**src/design/sgrf_pkg.sv**
```systemverilog
// ----------------------------------------------------------------------------
// sgrf_pkg
// Shared constants, types and helpers of the separator grid rectangle finder.
// ----------------------------------------------------------------------------
package sgrf_pkg;

  localparam int unsigned MAX_WIDTH  = 256;
  localparam int unsigned MAX_HEIGHT = 256;
  localparam int unsigned MAX_RECTS  = 64;

  localparam int unsigned PIX_W  = 32;
  localparam int unsigned CFG_W  = 9;
  localparam int unsigned POS_W  = 8;
  localparam int unsigned SIZE_W = 9;

  localparam int unsigned XW         = $clog2(MAX_WIDTH);
  localparam int unsigned YW         = $clog2(MAX_HEIGHT);
  localparam int unsigned ADDR_W     = XW + YW;
  localparam int unsigned MASK_DEPTH = 2 ** ADDR_W;
  localparam int unsigned CNT_W      = $clog2(MAX_RECTS + 1);

  localparam int unsigned CMD_DEPTH = 4;
  localparam int unsigned CMD_PTR_W = $clog2(CMD_DEPTH);

  localparam logic [CFG_W-1:0] MAX_W_C = CFG_W'(MAX_WIDTH);
  localparam logic [CFG_W-1:0] MAX_H_C = CFG_W'(MAX_HEIGHT);

  typedef enum logic {
    REG_IMAGE_WIDTH  = 1'b0,
    REG_IMAGE_HEIGHT = 1'b1
  } reg_idx_e;

  typedef struct packed {
    logic [CFG_W-1:0] width;
    logic [CFG_W-1:0] height;
  } size_t;

  typedef struct packed {
    logic [ADDR_W-1:0] addr;
    logic              sep;
    logic              last;
  } cmd_t;

  typedef struct packed {
    logic [POS_W-1:0]  rect_x;
    logic [POS_W-1:0]  rect_y;
    logic [SIZE_W-1:0] rect_width;
    logic [SIZE_W-1:0] rect_height;
    logic              last_rect;
    logic              none_found;
    logic              rect_overflow;
  } result_t;

  function automatic logic [CFG_W-1:0] sat_size(logic [CFG_W-1:0] v, logic [CFG_W-1:0] lim);
    logic [CFG_W-1:0] r;
    if (v == '0) begin
      r = CFG_W'(1);
    end else if (v > lim) begin
      r = lim;
    end else begin
      r = v;
    end
    return r;
  endfunction

endpackage

```
**src/design/sgrf_front.sv**
```systemverilog
// ----------------------------------------------------------------------------
// sgrf_front
// Configuration registers and pixel intake: tracks the raster position,
// latches the separator color and classifies every pixel into a mask word.
// ----------------------------------------------------------------------------
module sgrf_front import sgrf_pkg::*; (
  input  logic             clk_i,
  input  logic             rst_ni,
  input  logic             push,
  output logic             full,
  input  logic [PIX_W-1:0] pixel_rgba_i,
  input  logic             cfg_valid_i,
  output logic             cfg_ready_o,
  input  logic             cfg_index_i,
  input  logic [CFG_W-1:0] cfg_data_i,
  output size_t            size_o,
  output logic             cmd_valid_o,
  output cmd_t             cmd_o,
  input  logic             cmd_ready_i
);

  logic [CFG_W-1:0] width_q, width_d;
  logic [CFG_W-1:0] height_q, height_d;
  logic [CFG_W-1:0] lx_q, lx_d;
  logic [CFG_W-1:0] ly_q, ly_d;
  logic [PIX_W-1:0] sep_color_q, sep_color_d;
  logic             accept;
  logic             first;
  logic             row_end;
  logic             col_end;
  logic [PIX_W-1:0] ref_color;

  assign size_o.width  = sat_size(width_q, MAX_W_C);
  assign size_o.height = sat_size(height_q, MAX_H_C);

  assign full        = !cmd_ready_i;
  assign cfg_ready_o = 1'b1;
  assign accept      = push && cmd_ready_i;

  assign first     = (lx_q == '0) && (ly_q == '0);
  assign ref_color = first ? pixel_rgba_i : sep_color_q;
  assign row_end   = (lx_q == size_o.width - CFG_W'(1));
  assign col_end   = (ly_q == size_o.height - CFG_W'(1));

  assign cmd_valid_o = accept;
  assign cmd_o.addr  = {ly_q[YW-1:0], lx_q[XW-1:0]};
  assign cmd_o.sep   = (pixel_rgba_i == ref_color);
  assign cmd_o.last  = row_end && col_end;

  always_comb begin
    width_d     = width_q;
    height_d    = height_q;
    lx_d        = lx_q;
    ly_d        = ly_q;
    sep_color_d = sep_color_q;
    if (cfg_valid_i) begin
      case (reg_idx_e'(cfg_index_i))
        REG_IMAGE_WIDTH: begin
          width_d = cfg_data_i;
          lx_d    = '0;
          ly_d    = '0;
        end
        REG_IMAGE_HEIGHT: begin
          height_d = cfg_data_i;
          lx_d     = '0;
          ly_d     = '0;
        end
        default: begin
        end
      endcase
    end else if (accept) begin
      sep_color_d = ref_color;
      if (row_end) begin
        lx_d = '0;
        ly_d = col_end ? '0 : ly_q + CFG_W'(1);
      end else begin
        lx_d = lx_q + CFG_W'(1);
      end
    end
  end

  always_ff @(posedge clk_i or negedge rst_ni) begin
    if (!rst_ni) begin
      width_q     <= CFG_W'(1);
      height_q    <= CFG_W'(1);
      lx_q        <= '0;
      ly_q        <= '0;
      sep_color_q <= '0;
    end else begin
      width_q     <= width_d;
      height_q    <= height_d;
      lx_q        <= lx_d;
      ly_q        <= ly_d;
      sep_color_q <= sep_color_d;
    end
  end

endmodule

```
**config.mk**
```make
export PLATFORM = sky130hd
export DESIGN_NAME = sgrf_front
export DESIGN_NICKNAME = d
export VERILOG_FILES = /design/src/design/sgrf_pkg.sv /design/src/design/sgrf_front.sv
export SDC_FILE = /design/constraint.sdc
export NUM_CORES = 1
export LEC_CHECK = 0
export BUFFER_PORTS_ARGS = -buffer_cell sky130_fd_sc_hd__buf_2
export CORE_ASPECT_RATIO = 0.6
export CORE_MARGIN = 2
export CORE_UTILIZATION = 44
export CTS_CLUSTER_SIZE = 8
export DETAILED_ROUTE_END_ITERATION = 10
export PLACE_DENSITY = 0.66
export SLEW_MARGIN = 20
export SYNTH_ARGS = -nofsm -noshare
export SYNTH_HDL_FRONTEND = slang
export SYNTH_SLANG_ARGS = --single-unit
```
**constraint.sdc**
```tcl
create_clock -name clk_i -period 11.43 [get_ports clk_i]
set_input_delay 3.429 -clock clk_i [delete_from_list [all_inputs] [get_ports clk_i]]
set_output_delay 3.429 -clock clk_i [all_outputs]
set_load 0.1 [all_outputs]
```
# == Word-level counts from Yosys, hierarchy flattened ==
# Cells that the tools add are included.
# op_classes
addsub,4
order_cmp,2
eq_ne,3
muxes,12
bitwise,2
reduce_logical,14
# op_table
operator,n
two-way mux 9 bit,11
logical NOT 9 bit,4
equality test 32 bit,1
two-way mux 32 bit,1
adder 9 x 1 -> 9 bit (second input constant),2
equality test 9 bit,2
> comparator 9 bit (second input constant),2
subtractor 9 x 1 -> 9 bit (second input constant),2
AND reduction 2 bit,4
nonzero test 2 bit,2
logical AND 1 bit,3
NOT 1 bit,2
logical NOT 1 bit,1
# totals
regBits,68
output_inout_bits,39

# == Logic depth before layout (Yosys ltp) ==
# depth
word_depth,9
ltp_mapped,15
mapped_depth_nobuf,12

# == Worst setup path before layout ==
# Ideal clock, no wire load.
# synth_path
path_type,input -> output
start,input port pixel_rgba_i[5]
end,output port cmd_o[1] in the netlist's numbering
arrival_ns,6.121
slack_ns,1.880
stages,6
path_buffers,0
path_cell_list,inv_1 -> a22oi_1 -> o221ai_1 -> nor3_1 -> nand4_1 -> o21ai_0
# synth_lines
item,line_no,source
from (decl),sgrf_front.sv:11,"input logic [PIX_W-1:0] pixel_rgba_i,"
to (decl),sgrf_front.sv:18,"output cmd_t cmd_o,"

==> summary.md <==
| Metric | Value |
|---|---|
| Clock Tree Buf Depth | `2` |
| GRT Total Usage | `19.7%` |
| M1 wire length | `5230 um` |
| Initial DRT Pass Iterations | `5` |
| Port-buffer cells | `84` |
| DR WL met2 | `4390 um` |
| Postcts setup bufs | `0` |
| DP Wirelength | `7690 um` |
| Final setup margin | `3.11 ns` |
| PwrDens | `173 nW/um^2` |
| Top Layer Used | `met4` |
| Clock Latency Late Sink | `0.33 ns` |
| Mapped Cells | `438` |
| 1st-iter DRT viols | `334` |
| Minimum clock period after layout | `8.32 ns` |
| Crit-path max cell delay | `0.44 ns` |
| First-pass GRT wire length | `16600 um` |
| Max Cap Viol | `0` |
| Layout fillers | `853` |
| EDFF count, synth | `0` |
| Routed vias/inst | `5.47` |
| Initial Util | `46.2%` |
| RD Place Congestion | `0.836` |
| Core area | `9360 sq um` |
| Dominant cell type by area after synthesis | `dfrtp_1` |
| Pre-CTS WS | `3.09 ns` |
| Final worst-path cycle share | `72.8%` |
| TNS Setup | `0 ns` |
| # diodes | `0` |
| Initial antenna violation count | `0` |
| Layout cells sized above 1 | `32.9%` |
| Final Max Slew Viols | `0` |
| DRC violations left | `0` |
| Nets | `546` |
| Count of final hold-check violations | `0` |
| Critical Path AT | `4.89 ns` |
| Commonest register cell after synthesis | `dfrtp_1` |
| CTS Hold Buffers Added | `0` |
| Distinct cells, synth | `66` |
| Status | `complete, no violations` |
| CP max stage cell | `buf_2` |
| Ys Warns | `0` |
| Type of the worst min-delay path | `flop to flop` |
| Maximum vdd drop | `73.3 uV` |
| P_leak | `0.00213 uW` |
| Slew HR | `40.4%` |
| CTS tree | `yes` |
| Worst-path cell chain | `buf_2, xnor2_1, nand4_1, nor4_1, nand4_1, o21ai_0, buf_2` |
| H-tree depth | `3` |
| Die Y | `80.8 um` |
| Area added between synthesis and finish | `15.6%` |
| Post-DR wirelength/cell | `16.3 um` |
| RSZ-0062 raised after global routing | `false` |
| Ys async rst share | `100%` |
| Element type at the critical path end | `primary output` |
| CTS Sinks | `68` |
| CP required | `8.00 ns` |
| Vias in the first global route | `3263` |
| Wire length on met3 | `509 um` |
| Yosys reg bits | `68` |
| Sequential share of the synthesized area | `39.4%` |
| Top cells by area, synth | `dfrtp_1, mux2_2, xnor2_1` |
| CP max FO | `2` |
| Max Clock Freq | `120 MHz` |
| Largest net degree at the start of global routing | `69` |
| Clk slew on worst S/H paths | `0.06 ns` |
| Final Skew | `0.00930 ns` |
| Area share of the largest cell type after synthesis | `38.2%` |
| Post-CTS Resized | `0` |
| Mapped cell area | `4320 sq um` |
| Endpoints failing setup | `0` |
| Via count | `3433` |
| Chip width | `132 um` |
| Overflow after GRT | `0` |
| Post-route ant nets | `0` |
| WL final | `10200 um` |
| Worst setup SP type | `input pin` |
| Crit Path Class | `input pin to primary output` |
| Avg Inst Size Synth | `9.87 sq um` |
| Syn_nets | `491` |
| Num rows | `27` |
| Num CTS Buffers | `9` |
| Placement Cell Area | `4690 sq um` |
| Cell area after layout | `5000 sq um` |
| IO Count | `86` |
| Worst slew pin tran | `0.894 ns` |
| Root buffer cell | `clkbuf_16` |
| Die Area | `10700 sq um` |
[worst max-delay path: cells and delay by family]
family	cells	cell delay, ns
simple gates	3	0.58
buf+inv	2	0.56
xor+xnor	1	0.16
compound gates	1	0.15
[metrics by stage]
step           util (%)  power, uW  hold slack, ns  instances
3_5_place_dp       50.1        582           0.519        612
2_1_floorplan         -        527           0.501        438
3_3_place_gp       50.1        576           0.511        612
6_report           53.4        866           0.529        628
5_1_grt            53.4        905           0.538        628
4_1_cts            53.4        873           0.532        628
[flip-flops by register name, summed over array words and instances (netlist names)]
name and flops:
height_q 9, ly_q 9, sep_color_q 32, lx_q 9
width_q 9
[metal layers]
layer	global-route usage [%]	vias to the layer above
li1	-	1643
met1	29.3	1676
met2	29.4	105
met3	4.00	9
met4	5.00	0
met5	0	-
[logic make-up (layout without fill, tap and decap cells)]
family	count (synthesis)	in the layout	synth area share [%]
buffers and inverters	80	140	8.88
AO/OA/AOI/OAI	78	78	14.4
other	1	1	0.0867
multiplexers	43	43	11.5
AND/OR/NAND/NOR	122	122	16.0
XOR/XNOR	40	40	8.10
flip-flops	68	68	39.4
adder cells (fa/ha/maj)	6	6	1.74
[synthesized netlist by cell type, types with 10 or more instances]
cell      count
dfrtp_1      66
nor3_1       10
o21ai_0      16
mux2_2       42
inv_1        37
nor2b_1      13
nor2_1       19
clkbuf_1     18
nand2_1      21
buf_4        17
xnor2_1      31
nand3_1      14
[power breakdown]
part           total [uW]  internal [uW]  switching, uW
sequential            324            281           42.8
combinational         255           93.4            162
clock                 287            181            106
total                 866            555            310
[layout by cell type (no fill, tap or decap), types with 4 or more instances in the layout]
cell type,instances
mux2_2,42
nor3_1,9
or4_1,5
o22ai_2,7
xnor2_1,31
a31oi_1,4
nand4_1,8
inv_1,37
ha_1,6
nor4_1,6
dfrtp_1,66
a21boi_1,7
a21oi_1,5
or3_1,5
buf_2,84
o31ai_1,5
nor2b_1,13
a221oi_1,4
nand2_1,21
nand3_1,14
clkbuf_16,9
o21ai_0,16
nor2_1,19
o22ai_1,5
xor2_1,9
[cell type report]
class,count,area (sq um),share of cell area (%)
sequential,68,1700,34.1
tap,130,163,3.25
inverter,38,143,2.85
multi-input combinational,290,2240,44.8
clock inverter,5,58.8,1.18
clock buffer,11,253,5.06
timing repair buffer,86,435,8.71
[final timing paths]
path                       slack [ns]                           to                        start  depth (start not counted)
max in group asynchronous        7.54  sep_color_q[30]$_DFFE_PN0P_                       rst_ni                          2
min in group asynchronous        3.31  sep_color_q[12]$_DFFE_PN0P_                       rst_ni                          2
setup reg to reg                 7.40          ly_q[7]$_DFFE_PN0P_      height_q[7]$_DFFE_PN0P_                         12
hold reg to reg                  0.53  sep_color_q[12]$_DFFE_PN0P_  sep_color_q[12]$_DFFE_PN0P_                          1
hold / removal                   0.53  sep_color_q[12]$_DFFE_PN0P_  sep_color_q[12]$_DFFE_PN0P_                          1
setup / recovery                 3.11                     cmd_o[1]             pixel_rgba_i[10]                          7
No activity file was read; power rests on OpenSTA's default activity.
