`config.mk`:
```
export PLATFORM = sky130hd
export DESIGN_NAME = sgrf_cmd_fifo
export DESIGN_NICKNAME = d
export VERILOG_FILES = /design/src/design/sgrf_pkg.sv /design/src/design/sgrf_cmd_fifo.sv
export SDC_FILE = /design/constraint.sdc
export NUM_CORES = 1
export LEC_CHECK = 0
export BUFFER_PORTS_ARGS = -buffer_cell sky130_fd_sc_hd__buf_2
export CORE_MARGIN = 4
export CORE_UTILIZATION = 39
export CTS_BUF_LIST = sky130_fd_sc_hd__clkbuf_8
export DETAILED_ROUTE_END_ITERATION = 8
export PLACE_DENSITY = 0.56
export REMOVE_ABC_BUFFERS = 1
export SYNTH_ARGS = -nofsm -noshare
export SYNTH_HDL_FRONTEND = slang
export SYNTH_SLANG_ARGS = --single-unit
```
`constraint.sdc`:
```
create_clock -name clk_i -period 4.19 [get_ports clk_i]
set_clock_uncertainty 0.2 [all_clocks]
set_input_delay 0 -clock clk_i [delete_from_list [all_inputs] [get_ports clk_i]]
set_output_delay 0 -clock clk_i [all_outputs]
set_load 0.01 [all_outputs]
```
`src/design/sgrf_pkg.sv`:
```
// ----------------------------------------------------------------------------
// sgrf_pkg
// Shared constants, types and helpers of the separator grid rectangle finder.
// ----------------------------------------------------------------------------
package sgrf_pkg;

  localparam int unsigned MAX_WIDTH  = 256;
  localparam int unsigned MAX_HEIGHT = 256;
  localparam int unsigned MAX_RECTS  = 64;

  localparam int unsigned PIX_W  = 32;
  localparam int unsigned CFG_W  = 9;
  localparam int unsigned POS_W  = 8;
  localparam int unsigned SIZE_W = 9;

  localparam int unsigned XW         = $clog2(MAX_WIDTH);
  localparam int unsigned YW         = $clog2(MAX_HEIGHT);
  localparam int unsigned ADDR_W     = XW + YW;
  localparam int unsigned MASK_DEPTH = 2 ** ADDR_W;
  localparam int unsigned CNT_W      = $clog2(MAX_RECTS + 1);

  localparam int unsigned CMD_DEPTH = 4;
  localparam int unsigned CMD_PTR_W = $clog2(CMD_DEPTH);

  localparam logic [CFG_W-1:0] MAX_W_C = CFG_W'(MAX_WIDTH);
  localparam logic [CFG_W-1:0] MAX_H_C = CFG_W'(MAX_HEIGHT);

  typedef enum logic {
    REG_IMAGE_WIDTH  = 1'b0,
    REG_IMAGE_HEIGHT = 1'b1
  } reg_idx_e;

  typedef struct packed {
    logic [CFG_W-1:0] width;
    logic [CFG_W-1:0] height;
  } size_t;

  typedef struct packed {
    logic [ADDR_W-1:0] addr;
    logic              sep;
    logic              last;
  } cmd_t;

  typedef struct packed {
    logic [POS_W-1:0]  rect_x;
    logic [POS_W-1:0]  rect_y;
    logic [SIZE_W-1:0] rect_width;
    logic [SIZE_W-1:0] rect_height;
    logic              last_rect;
    logic              none_found;
    logic              rect_overflow;
  } result_t;

  function automatic logic [CFG_W-1:0] sat_size(logic [CFG_W-1:0] v, logic [CFG_W-1:0] lim);
    logic [CFG_W-1:0] r;
    if (v == '0) begin
      r = CFG_W'(1);
    end else if (v > lim) begin
      r = lim;
    end else begin
      r = v;
    end
    return r;
  endfunction

endpackage

```
`src/design/sgrf_cmd_fifo.sv`:
```
// ----------------------------------------------------------------------------
// sgrf_cmd_fifo
// Short queue of classified mask words between the front and the scanner.
// ----------------------------------------------------------------------------
module sgrf_cmd_fifo import sgrf_pkg::*; (
  input  logic clk_i,
  input  logic rst_ni,
  input  logic wvalid_i,
  input  cmd_t wdata_i,
  output logic wready_o,
  output logic rvalid_o,
  output cmd_t rdata_o,
  input  logic rready_i
);

  cmd_t                 mem_q [CMD_DEPTH];
  logic [CMD_PTR_W-1:0] wptr_q, wptr_d;
  logic [CMD_PTR_W-1:0] rptr_q, rptr_d;
  logic [CMD_PTR_W:0]   cnt_q, cnt_d;
  logic                 do_w;
  logic                 do_r;

  assign wready_o = (cnt_q != (CMD_PTR_W + 1)'(CMD_DEPTH));
  assign rvalid_o = (cnt_q != '0);
  assign rdata_o  = mem_q[rptr_q];
  assign do_w     = wvalid_i && wready_o;
  assign do_r     = rready_i && rvalid_o;

  always_comb begin
    wptr_d = do_w ? wptr_q + CMD_PTR_W'(1) : wptr_q;
    rptr_d = do_r ? rptr_q + CMD_PTR_W'(1) : rptr_q;
    cnt_d  = cnt_q;
    if (do_w && !do_r) begin
      cnt_d = cnt_q + (CMD_PTR_W + 1)'(1);
    end else if (do_r && !do_w) begin
      cnt_d = cnt_q - (CMD_PTR_W + 1)'(1);
    end
  end

  always_ff @(posedge clk_i) begin
    if (do_w) begin
      mem_q[wptr_q] <= wdata_i;
    end
  end

  always_ff @(posedge clk_i or negedge rst_ni) begin
    if (!rst_ni) begin
      wptr_q <= '0;
      rptr_q <= '0;
      cnt_q  <= '0;
    end else begin
      wptr_q <= wptr_d;
      rptr_q <= rptr_d;
      cnt_q  <= cnt_d;
    end
  end

endmodule

```
Yosys cells after proc, flatten, opt, wreduce, memory -nomap -nowiden
Memory sizes are Yosys's and may differ from the RTL's.
Cells that the tools add are included.
- memories kept: 1
- input bits: 22
- output and inout port bits: 20
- register bits after elaboration: 7
- logic and storage cells: 21
- bits in writable memories: 72
- memory list (name ; words ; bits a word ; read ports ; clocked after Yosys merged registers in ; wr ports ; RTL line ; source):
    mem_q ; 4 ; 18 ; 1 ; 0 ; 1 ; sgrf_cmd_fifo.sv:16 ; cmd_t mem_q [CMD_DEPTH];
- add/sub/neg operators: 4
- muxes and demuxes: 4
- reduce and logical (&&, ||, !) cells: 8
- equal/unequal tests: 1
- operators with widths (operator ; number):
    two-way mux 3 bit ; 2
    adder 2 x 1 -> 2 bit, second input constant ; 2
    logical AND 1 bit ; 4
    adder 3 x 1 -> 3 bit, second input constant ; 1
    inequality test 3 bit, second input constant ; 1
    nonzero test 3 bit ; 1
    subtractor 3 x 1 -> 3 bit, second input constant ; 1
    zero test 1 bit ; 2
    two-way mux 1 bit ; 2
    nonzero test 2 bit ; 1

Longest topological paths before layout
Gate-level depths: netlist of run 1.
- depth in word-level cells: 6
- mapped depth: 8
- mapped depth without buffers: 8

Least setup slack after synthesis of run 1
OpenSTA, ideal clock, no wires.
- path type: register -> register
- start point: reg cnt_q[1]
- end point: reg cnt_q[2]
- stages on the path, launching flop included: 9
- slack: 2027 ps
- data arrival time: 1884 ps
- cell sequence: dfrtp_1 -> or3_4 -> nand2_4 -> ha_1 -> inv_1 -> fa_1 -> xor2_1 -> nor2_1 -> xor2_1
- cells in the longest elaborated chain, start to end: 5
- elaborated cells on any way between the ends: 13
- ends and longest elaborated chain (what ; RTL line ; source):
    start, declared ; sgrf_cmd_fifo.sv:19 ; logic [CMD_PTR_W:0] cnt_q, cnt_d;
    start signal, assigned ; sgrf_cmd_fifo.sv:54 ; cnt_q <= cnt_d;
    nonzero test 3 bit (*) ; sgrf_cmd_fifo.sv:24 ; assign rvalid_o = (cnt_q != '0);
    named net rvalid_o ; sgrf_cmd_fifo.sv:11 ; output logic rvalid_o,
    logical AND 1 bit (*) ; sgrf_cmd_fifo.sv:27 ; assign do_r = rready_i && rvalid_o;
    zero test 1 bit ; sgrf_cmd_fifo.sv:33 ; if (do_w && !do_r) begin
    logical AND 1 bit ; sgrf_cmd_fifo.sv:33 ;
    two-way mux 3 bit or nonzero test 2 bit (tied branches) ; -- ;
The timed path passes the listed nets; every way through them passes the cells marked *. The select of a mux whose other input is x is not followed.
A chain may end at the register's enable or synchronous reset.

==> results of run 1 <==
[worst min-delay path by stage]
stage	endpoint	slack, ns	startpoint
5_1_grt	mem_q[2][2]$_DFFE_PP_	0.21	wdata_i[2]
2_1_floorplan	cnt_q[0]$_DFFE_PN0P_	-0.50	rst_ni
4_1_cts	mem_q[1][12]$_DFFE_PP_	0.20	wdata_i[12]
3_3_place_gp	cnt_q[2]$_DFFE_PN0P_	-0.36	rst_ni
6_report	mem_q[0][0]$_DFFE_PP_	0.22	wdata_i[0]
3_5_place_dp	cnt_q[1]$_DFFE_PN0P_	-0.35	rst_ni
[cell usage after synthesis]
| cell | count | area share (%) |
|---|---|---|
| sky130_fd_sc_hd__fa_1 | 1 | 0.66 |
| sky130_fd_sc_hd__buf_2 | 1 | 0.16 |
| sky130_fd_sc_hd__inv_1 | 3 | 0.37 |
| sky130_fd_sc_hd__or3_4 | 1 | 0.37 |
| sky130_fd_sc_hd__nand3_2 | 1 | 0.33 |
| sky130_fd_sc_hd__mux2_1 | 1 | 0.37 |
| sky130_fd_sc_hd__a21boi_4 | 1 | 0.62 |
| sky130_fd_sc_hd__nor2_2 | 1 | 0.21 |
| sky130_fd_sc_hd__buf_6 | 2 | 0.74 |
| sky130_fd_sc_hd__xor2_1 | 2 | 0.58 |
| sky130_fd_sc_hd__mux4_2 | 18 | 13 |
| sky130_fd_sc_hd__ha_1 | 5 | 2.1 |
| sky130_fd_sc_hd__buf_4 | 1 | 0.25 |
| sky130_fd_sc_hd__nor2_1 | 1 | 0.12 |
| sky130_fd_sc_hd__xnor2_1 | 4 | 1.2 |
| sky130_fd_sc_hd__nand2_4 | 1 | 0.37 |
| sky130_fd_sc_hd__and2_1 | 4 | 0.82 |
| sky130_fd_sc_hd__mux2_2 | 1 | 0.37 |
| sky130_fd_sc_hd__edfxtp_1 | 72 | 71 |
| sky130_fd_sc_hd__dfrtp_1 | 7 | 5.8 |
| sky130_fd_sc_hd__nand2_1 | 1 | 0.12 |
[flip-flops by register name, summed over array words and instances (netlist names)]
signal and count:
mem_q 72, cnt_q 3, rptr_q 2, wptr_q 2
[power groups by stage]
stage	sequential [W]	clock [W]	combinational (W)
detailed placement	0.00122	0	0.000698
CTS	0.00121	0.000479	0.000715
global route	0.00123	0.000515	0.000771
floorplan	0.00118	0	0.000456
finish	0.00119	0.000462	0.000692
global placement	0.00121	0	0.000674
[worst register-to-register path, delay by kind of cell, from the launching register on]
kind / cells / cell delay, ns
xor+xnor: 2 / 0.35
buf+inv: 1 / 0.06
simple gates: 3 / 0.66
flops: 1 / 0.45
fa+ha+maj: 2 / 0.58
[cells by family (layout without fill, tap and decap cells)]
kind of cell             Yosys count  count (layout)  synth area share (%)
buffers and inverters              7              83                  1.52
multiplexers                      20              20                  14.1
AO/OA/AOI/OAI                      1               1                 0.618
flip-flops                        79              79                  77.0
adder cells (fa/ha/maj)            6               6                  2.72
AND/OR/NAND/NOR                   10              10                  2.35
XOR/XNOR                           6               6                  1.73
[metal layers]
metal | track usage (%) | part of all wire, % | wire length [microns] | vias to the layer above
met5 | 0 | 0 | 0 | -
met3 | 2.89 | 4.4 | 218 | 8
met1 | 15.8 | 43 | 2110 | 708
li1 | - | - | - | 667
met2 | 19.4 | 51 | 2520 | 35
met4 | 6.75 | 1.9 | 95 | 0
[metrics by stage]
step	cells	total power [W]
after detailed placement	266	0.00192
after floorplan	125	0.00164
after global placement	266	0.00188
final	304	0.00235
after CTS	304	0.00240
after global routing	304	0.00251
[what timing repair did]
action / in CTS / in global routing
hold endpoints to repair: 84 / 0
hold buffers: 22 / 0
resized for setup: 0 / 0
[final cells by class]
class	instances	area share, %
Sequential cell	79	62.8
Multi-Input combinational cell	43	17.6
Timing Repair Buffer	64	11.6
Clock buffer	9	3.33
Tap cell	99	3.33
Clock inverter	7	1.04
Inverter	3	0.303
==> impl_summary.log, run 1 <==
INFO  metric synth.distinct_cells = 21
INFO  metric worst_setup_path_startpoint = rptr_q[0]$_DFFE_PN0P_
INFO  metric placed_area = 3340 sq um
INFO  metric rsz0062_at_grt = false
INFO  metric power.leakage = 1.32 nW
INFO  metric mostFrequentLayoutCell = sky130_fd_sc_hd__edfxtp_1
INFO  metric max_clock_freq = 406 MHz
INFO  metric multi_input_area = 653 sq um
INFO  metric holdPathStages = 2
INFO  metric detailed_place_hpwl = 3210 microns
INFO  metric power.share.combinational = 29.5%
INFO  metric gr-usage-all-layers = 12.3%
INFO  metric netSwitchingFraction = 30.4%
INFO  metric fraction_of_final_layout_cells_sized_beyond_drive_strength_1 = 39.0%
INFO  metric endpoint = rdata_o[14]
INFO  metric diodes = 0
INFO  metric clk_pin_slew_worst_setup_hold_paths = 0.07 ns
INFO  metric share_of_power_burned_in_the_clock_network = 19.7%
INFO  metric final_net_count = 228
INFO  metric detail_route.vias_per_cell = 4.66
INFO  metric floorplan.rows = 31
INFO  metric cell_internal_pwr = 0.00163 W
INFO  metric status = completed
INFO  metric clockBufferDepth = 2
INFO  metric fp.dieArea = 9260 sq um
INFO  metric numCtsBuffers = 9
INFO  metric wirelength = 4940 microns
INFO  metric sum_of_buffers_and_inverters_on_the_critical_path = 2
INFO  metric overflow = 0
INFO  metric cp_top_family = flip-flops
INFO  metric antenna_found_initial = 0
INFO  metric syn-instance-count = 129
INFO  metric layout-area-overhead-vs-synth = 22.5%
INFO  metric syn_area = 3040 sq um
INFO  metric final-seq-area = 2340 sq um
INFO  metric first_pass_iters = 4
INFO  metric postRouteAntennaNets = 0
INFO  metric drt-initial-drc-count = 47
INFO  metric layout.filler_cells = 605
INFO  metric h_tree_level_count = 3
INFO  metric post_drt_wl_per_cell = 16.3 microns
INFO  metric grt_first_pass_wirelength = 8100 microns
INFO  metric synthesis.area_per_instance = 23.5 sq um
INFO  metric max_slew.worst_pin.slew = 0.961 ns
INFO  metric final_max_slew_viols = 0
INFO  metric worst_path_largest_cell_delay = 0.95 ns
INFO  metric crit_type = reg -> out
INFO  metric fin_crit = 2.47 ns
INFO  metric grt_max_degree = 20
INFO  metric timing.max_slew.rel_slack = 35.9%
INFO  metric worst-path-max-fanout = 16
INFO  metric synth-warning-count = 0
INFO  metric die_width = 96.2 microns
INFO  metric ios = 42
INFO  metric floorplan.initialDensity = 41.0%
INFO  metric timing_hold_violations_final = 0
INFO  metric worstHoldPathType = in -> reg
INFO  metric ctsRootBufferMaster = sky130_fd_sc_hd__clkbuf_8
INFO  metric r2r_end = cnt_q[2]$_DFFE_PN0P_
INFO  metric mostFrequentLayoutCells = 72 x sky130_fd_sc_hd__edfxtp_1, 41 x sky130_fd_sc_hd__buf_2, 22 x sky130_fd_sc_hd__dlygate4sd3_1
INFO  metric ff2ff_setup_slack = 1.81 ns
INFO  metric crit_arrival = 2.27 ns
INFO  metric clkSinkCount = 79
INFO  metric finalWeightedCongestion = 0.723
INFO  metric routed-via-count = 1418
INFO  metric tritoncts = built
INFO  metric cp.depth = 3
INFO  metric totalNegativeSetupSlack = 0 ns
INFO  metric cp.required = 3.99 ns
INFO  metric finish.instance_area = 3720 sq um
INFO  metric reg2reg_depth = 8
INFO  metric fp.coreArea = 7410 sq um
INFO  metric critPathCaptureType = primary output
INFO  metric portBuffers = 41
INFO  metric max-cap-violations = 0
INFO  metric pwr_per_cell_area = 631 nW/um^2
INFO  metric worstSkewPairLatency = 0.33 ns
INFO  metric regToRegStartpoint = cnt_q[0]$_DFFE_PN0P_
INFO  metric die_h = 96.2 microns
INFO  metric share_of_synthesized_area_occupied_by_flip_flops_and_latches = 77.0%
INFO  metric final_util = 50.2%
INFO  metric drc_errors = 0
INFO  metric via_count_of_the_first_global_routing_pass = 1568
INFO  metric final.hold.worst_slack = 0.217 ns
INFO  metric crit_path_cell_trace = buf_4 -> mux4_2 -> buf_2
INFO  metric switchingPower = 0.000714 W
INFO  metric seq_power_share = 50.8%
INFO  metric placement.setup.worst_slack = 1.82 ns
INFO  metric postCtsSetupBuffers = 0
INFO  metric worst_slack = 1.72 ns
INFO  metric peakVddDrop = 0.000312 V
INFO  metric timing.final.crit_share = 58.8%
INFO  metric finalSetupViolCount = 0
INFO  metric post_synthesis_register_bit_count = 79
INFO  metric start_kind = flop
INFO  metric slowest_stage = sky130_fd_sc_hd__dfrtp_1
No activity file was read; power rests on OpenSTA's default activity.
==> run 2, diff against run 1 <==
--- a/config.mk
+++ b/config.mk
@@ -10,7 +10,7 @@
 export CORE_UTILIZATION = 39
 export CTS_BUF_LIST = sky130_fd_sc_hd__clkbuf_8
 export DETAILED_ROUTE_END_ITERATION = 8
-export PLACE_DENSITY = 0.56
+export PLACE_DENSITY = 0.58
 export REMOVE_ABC_BUFFERS = 1
 export SYNTH_ARGS = -nofsm -noshare
 export SYNTH_HDL_FRONTEND = slang
==> constraint.sdc (replaced) <==
create_clock -name clk_i -period 2.1 [get_ports clk_i]
set_clock_uncertainty 0.2 [all_clocks]
set_input_delay 0 -clock clk_i [delete_from_list [all_inputs] [get_ports clk_i]]
set_output_delay 0 -clock clk_i [all_outputs]
set_load 0.01 [all_outputs]
==> run 2 against run 1 <==
  * Die area unchanged
  * Clock power rose to 2.8 times the previous value
  * Worst hold slack worse by 0.012 ns
  * Routed wire length up 6.8%
  * Power up 120%
  * Sequential share of layout area down 3.4 points
  * First-iteration DRC count up 13%
  * Sequential power up 84%
  * Flip-flop and latch count unchanged
  * Non-clock buffer count up 17
  * Critical path depth up 5
  * Final cell count up 5.3%
  * Largest cell class unchanged
==> impl_summary.log, run 2 (same netlist as run 1, synthesis figures left out) <==
INFO  metric status = completed
INFO  metric largest_register = mem_q
INFO  metric detailed_place_hpwl = 3550 microns (+11%)
INFO  metric final.hold.worst_slack = 0.204 ns (-0.0121 ns)
INFO  metric reg2reg_depth = 8 (unchanged)
INFO  metric drc_errors = 0 (unchanged)
INFO  metric peakVddDrop = 0.000562 V (+80%)
INFO  metric start_kind = flop
INFO  metric rsz0062_at_grt = true
INFO  metric ctsRootBufferMaster = sky130_fd_sc_hd__clkbuf_8
INFO  metric critPathCaptureType = flop
INFO  metric fp.dieArea = 9260 sq um (unchanged)
INFO  metric tritoncts = built
INFO  metric crit_type = reg -> reg
INFO  metric cell_internal_pwr = 0.00378 W (+130%)
INFO  metric timing.max_slew.rel_slack = 74.4% (+39 points)
INFO  metric p_total = 0.00527 W (+120%)
INFO  metric worstSkewPairLatency = 0.34 ns (about the same)
INFO  metric grt_first_pass_wirelength = 8540 microns (+5.5%)
INFO  metric regToRegStartpoint = cnt_q[1]$_DFFE_PN0P_
INFO  metric totalNegativeSetupSlack = 0 ns (unchanged)
INFO  metric post_drt_wl_per_cell = 16.5 microns (+1.4%)
INFO  metric fraction_of_final_layout_cells_sized_beyond_drive_strength_1 = 45.7% (+6.7 points)
INFO  metric netSwitchingFraction = 28.4% (-2.1 points)
INFO  metric wirelength = 5270 microns (+6.8%)
INFO  metric timing.final.crit_share = 96.2%
INFO  metric mostFrequentLayoutCells = 72 x sky130_fd_sc_hd__edfxtp_1, 41 x sky130_fd_sc_hd__buf_2, 22 x sky130_fd_sc_hd__dlygate4sd3_1
INFO  metric ios = 42 (unchanged)
INFO  metric layout.filler_cells = 598 (-1.2%)
INFO  metric timing_hold_violations_final = 0 (unchanged)
INFO  metric grt_max_degree = 19 (-5.0%)
INFO  metric finalWeightedCongestion = 0.730 (+1.0%)
INFO  metric final-seq-area = 2340 sq um (unchanged)
INFO  metric drt-initial-drc-count = 53 (+13%)
INFO  metric largest_register_ffs = 72 (unchanged)
INFO  metric power.share.combinational = 33.7% (+4.2 points)
INFO  metric final_net_count = 245 (+7.5%)
INFO  metric placement.setup.worst_slack = -0.0273 ns (-1.84 ns)
INFO  metric floorplan.rows = 31 (unchanged)
INFO  metric finalSetupViolCount = 0 (unchanged)
INFO  metric overflow = 0 (unchanged)
INFO  metric switchingPower = 0.00150 W (+110%)
INFO  metric r2r_end = cnt_q[2]$_DFFE_PN0P_
INFO  metric die_width = 96.2 microns (unchanged)
INFO  metric postRouteAntennaNets = 0 (unchanged)
INFO  metric worst_slack = 0.0795 ns (-1.65 ns)
INFO  metric diodes = 0 (unchanged)
INFO  metric ff2ff_setup_slack = 0.08 ns (-1.73 ns)
INFO  metric largest_regs = mem_q x72, cnt_q x3
INFO  metric h_tree_level_count = 3 (unchanged)
INFO  metric cp.required = 2.17 ns (-1.82 ns)
INFO  metric layout-area-overhead-vs-synth = 29.5%
INFO  metric pwr_per_cell_area = 1340 nW/um^2 (+110%)
INFO  metric worst-path-max-fanout = 2 (-14)
INFO  metric worstHoldPathType = in -> reg
INFO  metric clk_pin_slew_worst_setup_hold_paths = 0.08 ns (about the same)
INFO  metric endpoint = cnt_q[2]$_DFFE_PN0P_
INFO  metric share_of_power_burned_in_the_clock_network = 24.7% (+5.0 points)
INFO  metric clockBufferDepth = 2 (unchanged)
INFO  metric gr-usage-all-layers = 13.2% (+0.90 points)
INFO  metric max_clock_freq = 495 MHz
INFO  metric floorplan.initialDensity = 41.0% (unchanged)
INFO  metric clkSinkCount = 79 (unchanged)
INFO  metric fin_crit = 2.02 ns
INFO  metric die_h = 96.2 microns (unchanged)
INFO  metric multi_input_area = 668 sq um (+2.3%)
INFO  metric antenna_found_initial = 0 (unchanged)
INFO  metric seq_power_share = 41.6% (-9.2 points)
INFO  metric numCtsBuffers = 9 (unchanged)
INFO  metric mostFrequentLayoutCell = sky130_fd_sc_hd__edfxtp_1
INFO  metric max-cap-violations = 0 (unchanged)
INFO  metric max_slew.worst_pin.slew = 0.382 ns (-0.579 ns)
INFO  metric first_pass_iters = 4 (unchanged)
INFO  metric routed-via-count = 1508 (+6.3%)
INFO  metric via_count_of_the_first_global_routing_pass = 1686 (+7.5%)
INFO  metric worst_setup_path_startpoint = cnt_q[1]$_DFFE_PN0P_
INFO  metric fp.coreArea = 7410 sq um (unchanged)
INFO  metric crit_arrival = 2.09 ns (-0.18 ns)
INFO  metric power.leakage = 1.44 nW (+9.0%)
INFO  metric detail_route.vias_per_cell = 4.71 (+1.0%)
INFO  metric portBuffers = 41 (unchanged)
INFO  metric final_max_slew_viols = 0 (unchanged)
run 2: cell count changes in the layout (fill, tap and decap cells not counted):
cell	previous run	this run
sky130_fd_sc_hd__clkinv_2	3	2
sky130_fd_sc_hd__clkinv_1	2	0
sky130_fd_sc_hd__ha_1	5	4
sky130_fd_sc_hd__buf_4	1	18
sky130_fd_sc_hd__inv_2	0	1
sky130_fd_sc_hd__ha_4	0	1
sky130_fd_sc_hd__clkinvlp_4	1	0
sky130_fd_sc_hd__fa_2	0	1
sky130_fd_sc_hd__fa_1	1	0
sky130_fd_sc_hd__inv_1	3	2
sky130_fd_sc_hd__bufinv_16	0	3
run 2: metal layers:
metal | global-route usage [%] | wire length (microns)
met1 | 14.5 | 2120
met2 | 23.5 | 2820
met3 | 3.91 | 241
met4 | 5.92 | 92
met5 | 0 | 0
run 2: worst min path at each step:
stage,end,from,cells after the start
3_3_place_gp,cnt_q[0]$_DFFE_PN0P_,rst_ni,1
6_report,mem_q[3][1]$_DFFE_PP_,wdata_i[1],2
4_1_cts,mem_q[3][1]$_DFFE_PP_,wdata_i[1],2
2_1_floorplan,cnt_q[0]$_DFFE_PN0P_,rst_ni,0
5_1_grt,mem_q[0][13]$_DFFE_PP_,wdata_i[13],2
3_5_place_dp,cnt_q[2]$_DFFE_PN0P_,rst_ni,1
run 2: repair_timing:
item / CTS / global route
gates resized for setup: 3 / 1
pin swaps: 3 / 5
endpoints found under the hold margin: 85 / 0
endpoints found under the setup margin: 2 / 2
hold buffers: 22 / 0
buffers inserted: 1 / 2
run 2: layout make-up:
cell class                      instances  area share (%)
Timing Repair Buffer                   81            14.2
Tap cell                               99            3.15
Multi-Input combinational cell         43            17.0
Clock buffer                            9            3.15
Inverter                                3           0.286
Clock inverter                          6            2.77
Sequential cell                        79            59.4
run 2: through the flow:
step	cells	utilization (%)	cell area, sq um
floorplan	125	-	3000
global placement	280	46.5	3440
detailed placement	280	46.5	3440
CTS	318	52.9	3920
global route	320	53.1	3930
finish	320	53.1	3930
run 2: worst max-delay path, cell delays in order (launching register included):
cell	delay, ns
sky130_fd_sc_hd__dfrtp_1	0.38
sky130_fd_sc_hd__or3_4	0.40
sky130_fd_sc_hd__nand2_4	0.08
sky130_fd_sc_hd__ha_4	0.13
sky130_fd_sc_hd__inv_2	0.04
sky130_fd_sc_hd__fa_2	0.33
sky130_fd_sc_hd__xor2_1	0.14
sky130_fd_sc_hd__nor2_1	0.11
sky130_fd_sc_hd__xor2_1	0.15
run 2: power by group through the flow:
stage / combinational (W) / sequential (W) / clock, W
3_5_place_dp: 0.00176 / 0.00223 / 0
6_report: 0.00178 / 0.00219 / 0.00130
5_1_grt: 0.00195 / 0.00223 / 0.00141
3_3_place_gp: 0.00171 / 0.00221 / 0
4_1_cts: 0.00183 / 0.00220 / 0.00133
2_1_floorplan: 0.000910 / 0.00235 / 0
==> run 3, diff against run 2 <==
--- a/config.mk
+++ b/config.mk
@@ -7,10 +7,11 @@
 export LEC_CHECK = 0
 export BUFFER_PORTS_ARGS = -buffer_cell sky130_fd_sc_hd__buf_2
 export CORE_MARGIN = 4
-export CORE_UTILIZATION = 39
+export CORE_UTILIZATION = 40
 export CTS_BUF_LIST = sky130_fd_sc_hd__clkbuf_8
 export DETAILED_ROUTE_END_ITERATION = 8
-export PLACE_DENSITY = 0.58
+export GPL_TIMING_DRIVEN = 0
+export PLACE_DENSITY = 0.59
 export REMOVE_ABC_BUFFERS = 1
 export SYNTH_ARGS = -nofsm -noshare
 export SYNTH_HDL_FRONTEND = slang
==> run 3 against run 2 <==
  * Final cell count is 2.8% lower
  * Power is 3.7% lower
  * Via count is 2.2% lower
  * Critical path type unchanged
==> impl_summary.log, run 3 (same netlist as run 1, synthesis figures left out) <==
INFO  metric status = completed
INFO  metric layout-area-overhead-vs-synth = 27.0%
INFO  metric start_kind = flop
INFO  metric ctsRootBufferMaster = sky130_fd_sc_hd__clkbuf_8
INFO  metric antenna_found_initial = 0 (unchanged)
INFO  metric die_h = 95.1 microns (-1.2%)
INFO  metric pwr_per_cell_area = 1320 nW/um^2 (-1.8%)
INFO  metric fraction_of_final_layout_cells_sized_beyond_drive_strength_1 = 46.7% (+1.0 points)
INFO  metric portBuffers = 41 (unchanged)
INFO  metric reg2reg_depth = 8 (unchanged)
INFO  metric final.hold.worst_slack = 0.198 ns (-0.00632 ns)
INFO  metric max_slew.worst_pin.slew = 0.510 ns (+0.127 ns)
INFO  metric overflow = 0 (unchanged)
INFO  metric drt-initial-drc-count = 52 (-1.9%)
INFO  metric ios = 42 (unchanged)
INFO  metric max_clock_freq = 477 MHz (-3.6%)
INFO  metric first_pass_iters = 4 (unchanged)
INFO  metric layout.filler_cells = 589 (-1.5%)
INFO  metric rsz0062_at_grt = true
INFO  metric power.leakage = 1.37 nW (-4.4%)
INFO  metric timing.final.crit_share = 99.8% (+3.6 points)
INFO  metric clk_pin_slew_worst_setup_hold_paths = 0.07 ns (about the same)
INFO  metric clkSinkCount = 79 (unchanged)
INFO  metric die_width = 95.1 microns (-1.2%)
INFO  metric clockBufferDepth = 2 (unchanged)
INFO  metric finalWeightedCongestion = 0.621 (-15%)
INFO  metric placed_area = 3330 sq um (-3.3%)
INFO  metric placedCellCount = 265 (-5.4%)
INFO  metric fp.dieArea = 9050 sq um (-2.3%)
INFO  metric largest_register_ffs = 72 (unchanged)
INFO  metric finalSetupViolCount = 0 (unchanged)
INFO  metric detail_route.vias_per_cell = 4.74 (+0.64%)
INFO  metric via_count_of_the_first_global_routing_pass = 1653 (-2.0%)
INFO  metric grt_max_degree = 21 (+2)
INFO  metric floorplan.initialDensity = 41.4% (+0.43 points)
INFO  metric finish.instance_area = 3860 sq um (-2.0%)
INFO  metric crit_arrival = 2.16 ns (+0.07 ns)
INFO  metric worstHoldPathType = in -> reg
INFO  metric worst-path-max-fanout = 4 (+2)
INFO  metric postRouteAntennaNets = 0 (unchanged)
INFO  metric wirelength = 5030 microns (-4.7%)
INFO  metric timing_hold_violations_final = 0 (unchanged)
INFO  metric critPathCaptureType = flop
INFO  metric instances_no_fill = 311 (-2.8%)
INFO  metric mostFrequentLayoutCell = sky130_fd_sc_hd__edfxtp_1
INFO  metric p_total = 0.00508 W (-3.7%)
INFO  metric crit_type = reg -> reg
INFO  metric floorplan.rows = 31 (unchanged)
INFO  metric post_drt_wl_per_cell = 16.2 microns (-1.9%)
INFO  metric mostFrequentLayoutCells = 72 x sky130_fd_sc_hd__edfxtp_1, 41 x sky130_fd_sc_hd__buf_2, 22 x sky130_fd_sc_hd__dlygate4sd3_1
INFO  metric fp.coreArea = 7330 sq um (-1.0%)
INFO  metric final_net_count = 235 (-4.1%)
INFO  metric h_tree_level_count = 3 (unchanged)
INFO  metric fin_crit = 2.10 ns (+0.0757 ns)
INFO  metric numCtsBuffers = 9 (unchanged)
INFO  metric cp.required = 2.17 ns (about the same)
INFO  metric largest_register = mem_q
INFO  metric holdPathStages = 2 (unchanged)
INFO  metric grt_first_pass_wirelength = 8010 microns (-6.2%)
INFO  metric largest_regs = mem_q x72, cnt_q x3
INFO  metric gr-usage-all-layers = 12.5% (-0.77 points)
INFO  metric tritoncts = built
INFO  metric peakVddDrop = 0.000679 V (+21%)
INFO  metric worstSkewPairLatency = 0.34 ns (about the same)
INFO  metric totalNegativeSetupSlack = 0 ns (unchanged)
INFO  metric detailed_place_hpwl = 3130 microns (-12%)
INFO  metric diodes = 0 (unchanged)
INFO  metric drc_errors = 0 (unchanged)
INFO  metric final_max_slew_viols = 0 (unchanged)
INFO  metric timing.max_slew.rel_slack = 66.0% (-8.4 points)
INFO  metric max-cap-violations = 0 (unchanged)
INFO  metric routed-via-count = 1475 (-2.2%)
## run 3: changes by cell type in the layout (fill, tap and decap cells not counted), moves of 2 or more
cell and delta:
sky130_fd_sc_hd__and2_1 -4, sky130_fd_sc_hd__and2_2 +4, sky130_fd_sc_hd__buf_4 -10, sky130_fd_sc_hd__clkinvlp_4 +2, sky130_fd_sc_hd__dfrtp_1 -4, sky130_fd_sc_hd__dfrtp_2 +3
## run 3: final timing paths
kind,start,to,slack [ns]
worst max-delay path,cnt_q[0]$_DFFE_PN0P_,cnt_q[2]$_DFFE_PN0P_,0.004
worst min-delay path,wdata_i[14],mem_q[3][14]$_DFFE_PP_,0.20
worst max register to register,cnt_q[0]$_DFFE_PN0P_,cnt_q[2]$_DFFE_PN0P_,0.004
worst min register to register,cnt_q[2]$_DFFE_PN0P_,cnt_q[2]$_DFFE_PN0P_,0.34
max in group asynchronous,rst_ni,rptr_q[0]$_DFFE_PN0P_,1.03
min in group asynchronous,rst_ni,cnt_q[1]$_DFFE_PN0P_,0.39
## run 3: report_power, final
| part | switching, W | internal [W] |
|---|---|---|
| combinational | 0.000664 | 0.000820 |
| sequential | 0.000298 | 0.00211 |
| clock | 0.000522 | 0.000660 |
| total | 0.00148 | 0.00359 |
## run 3: cell type report
type	count	area, sq um	area share [%]
clock buffer	9	124	3.21
inverter	3	11.3	0.292
sequential	79	2340	60.8
tap	99	124	3.21
clock inverter	7	88.8	2.30
multi-input combinational	43	678	17.6
timing repair buffer	71	485	12.6
## run 3: stage by stage
step / setup WS [ns] / util, %
final: 0.00385 / 52.6
after global routing: -0.0760 / 52.6
after CTS: -0.0383 / 52.5
after detailed placement: -0.199 / 45.4
after global placement: -0.139 / 45.4
after floorplan: -0.0631 / -
## run 3: critical path: stages (launching register included)
cell,delay (ns)
sky130_fd_sc_hd__dfrtp_2,0.43
sky130_fd_sc_hd__or3_4,0.39
sky130_fd_sc_hd__nand2_4,0.08
sky130_fd_sc_hd__ha_4,0.13
sky130_fd_sc_hd__inv_2,0.04
sky130_fd_sc_hd__fa_2,0.32
sky130_fd_sc_hd__xor2_1,0.15
sky130_fd_sc_hd__nor2_1,0.12
sky130_fd_sc_hd__xor2_1,0.16
## run 3: repair_timing
item | in CTS | in global routing
gates resized for setup | 13 | 1
hold buffers | 22 | 0
endpoints found under the hold margin | 85 | 0
pin swaps | 4 | 3
setup endpoints to repair | 92 | 2
setup buffers | 8 | 0
## run 3: layer usage
metal	track usage, %	vias up	wire, microns
li1	-	675	-
met3	4.89	11	273
met2	20.5	38	2610
met1	14.1	751	2030
met5	0	-	0
met4	6.37	0	106
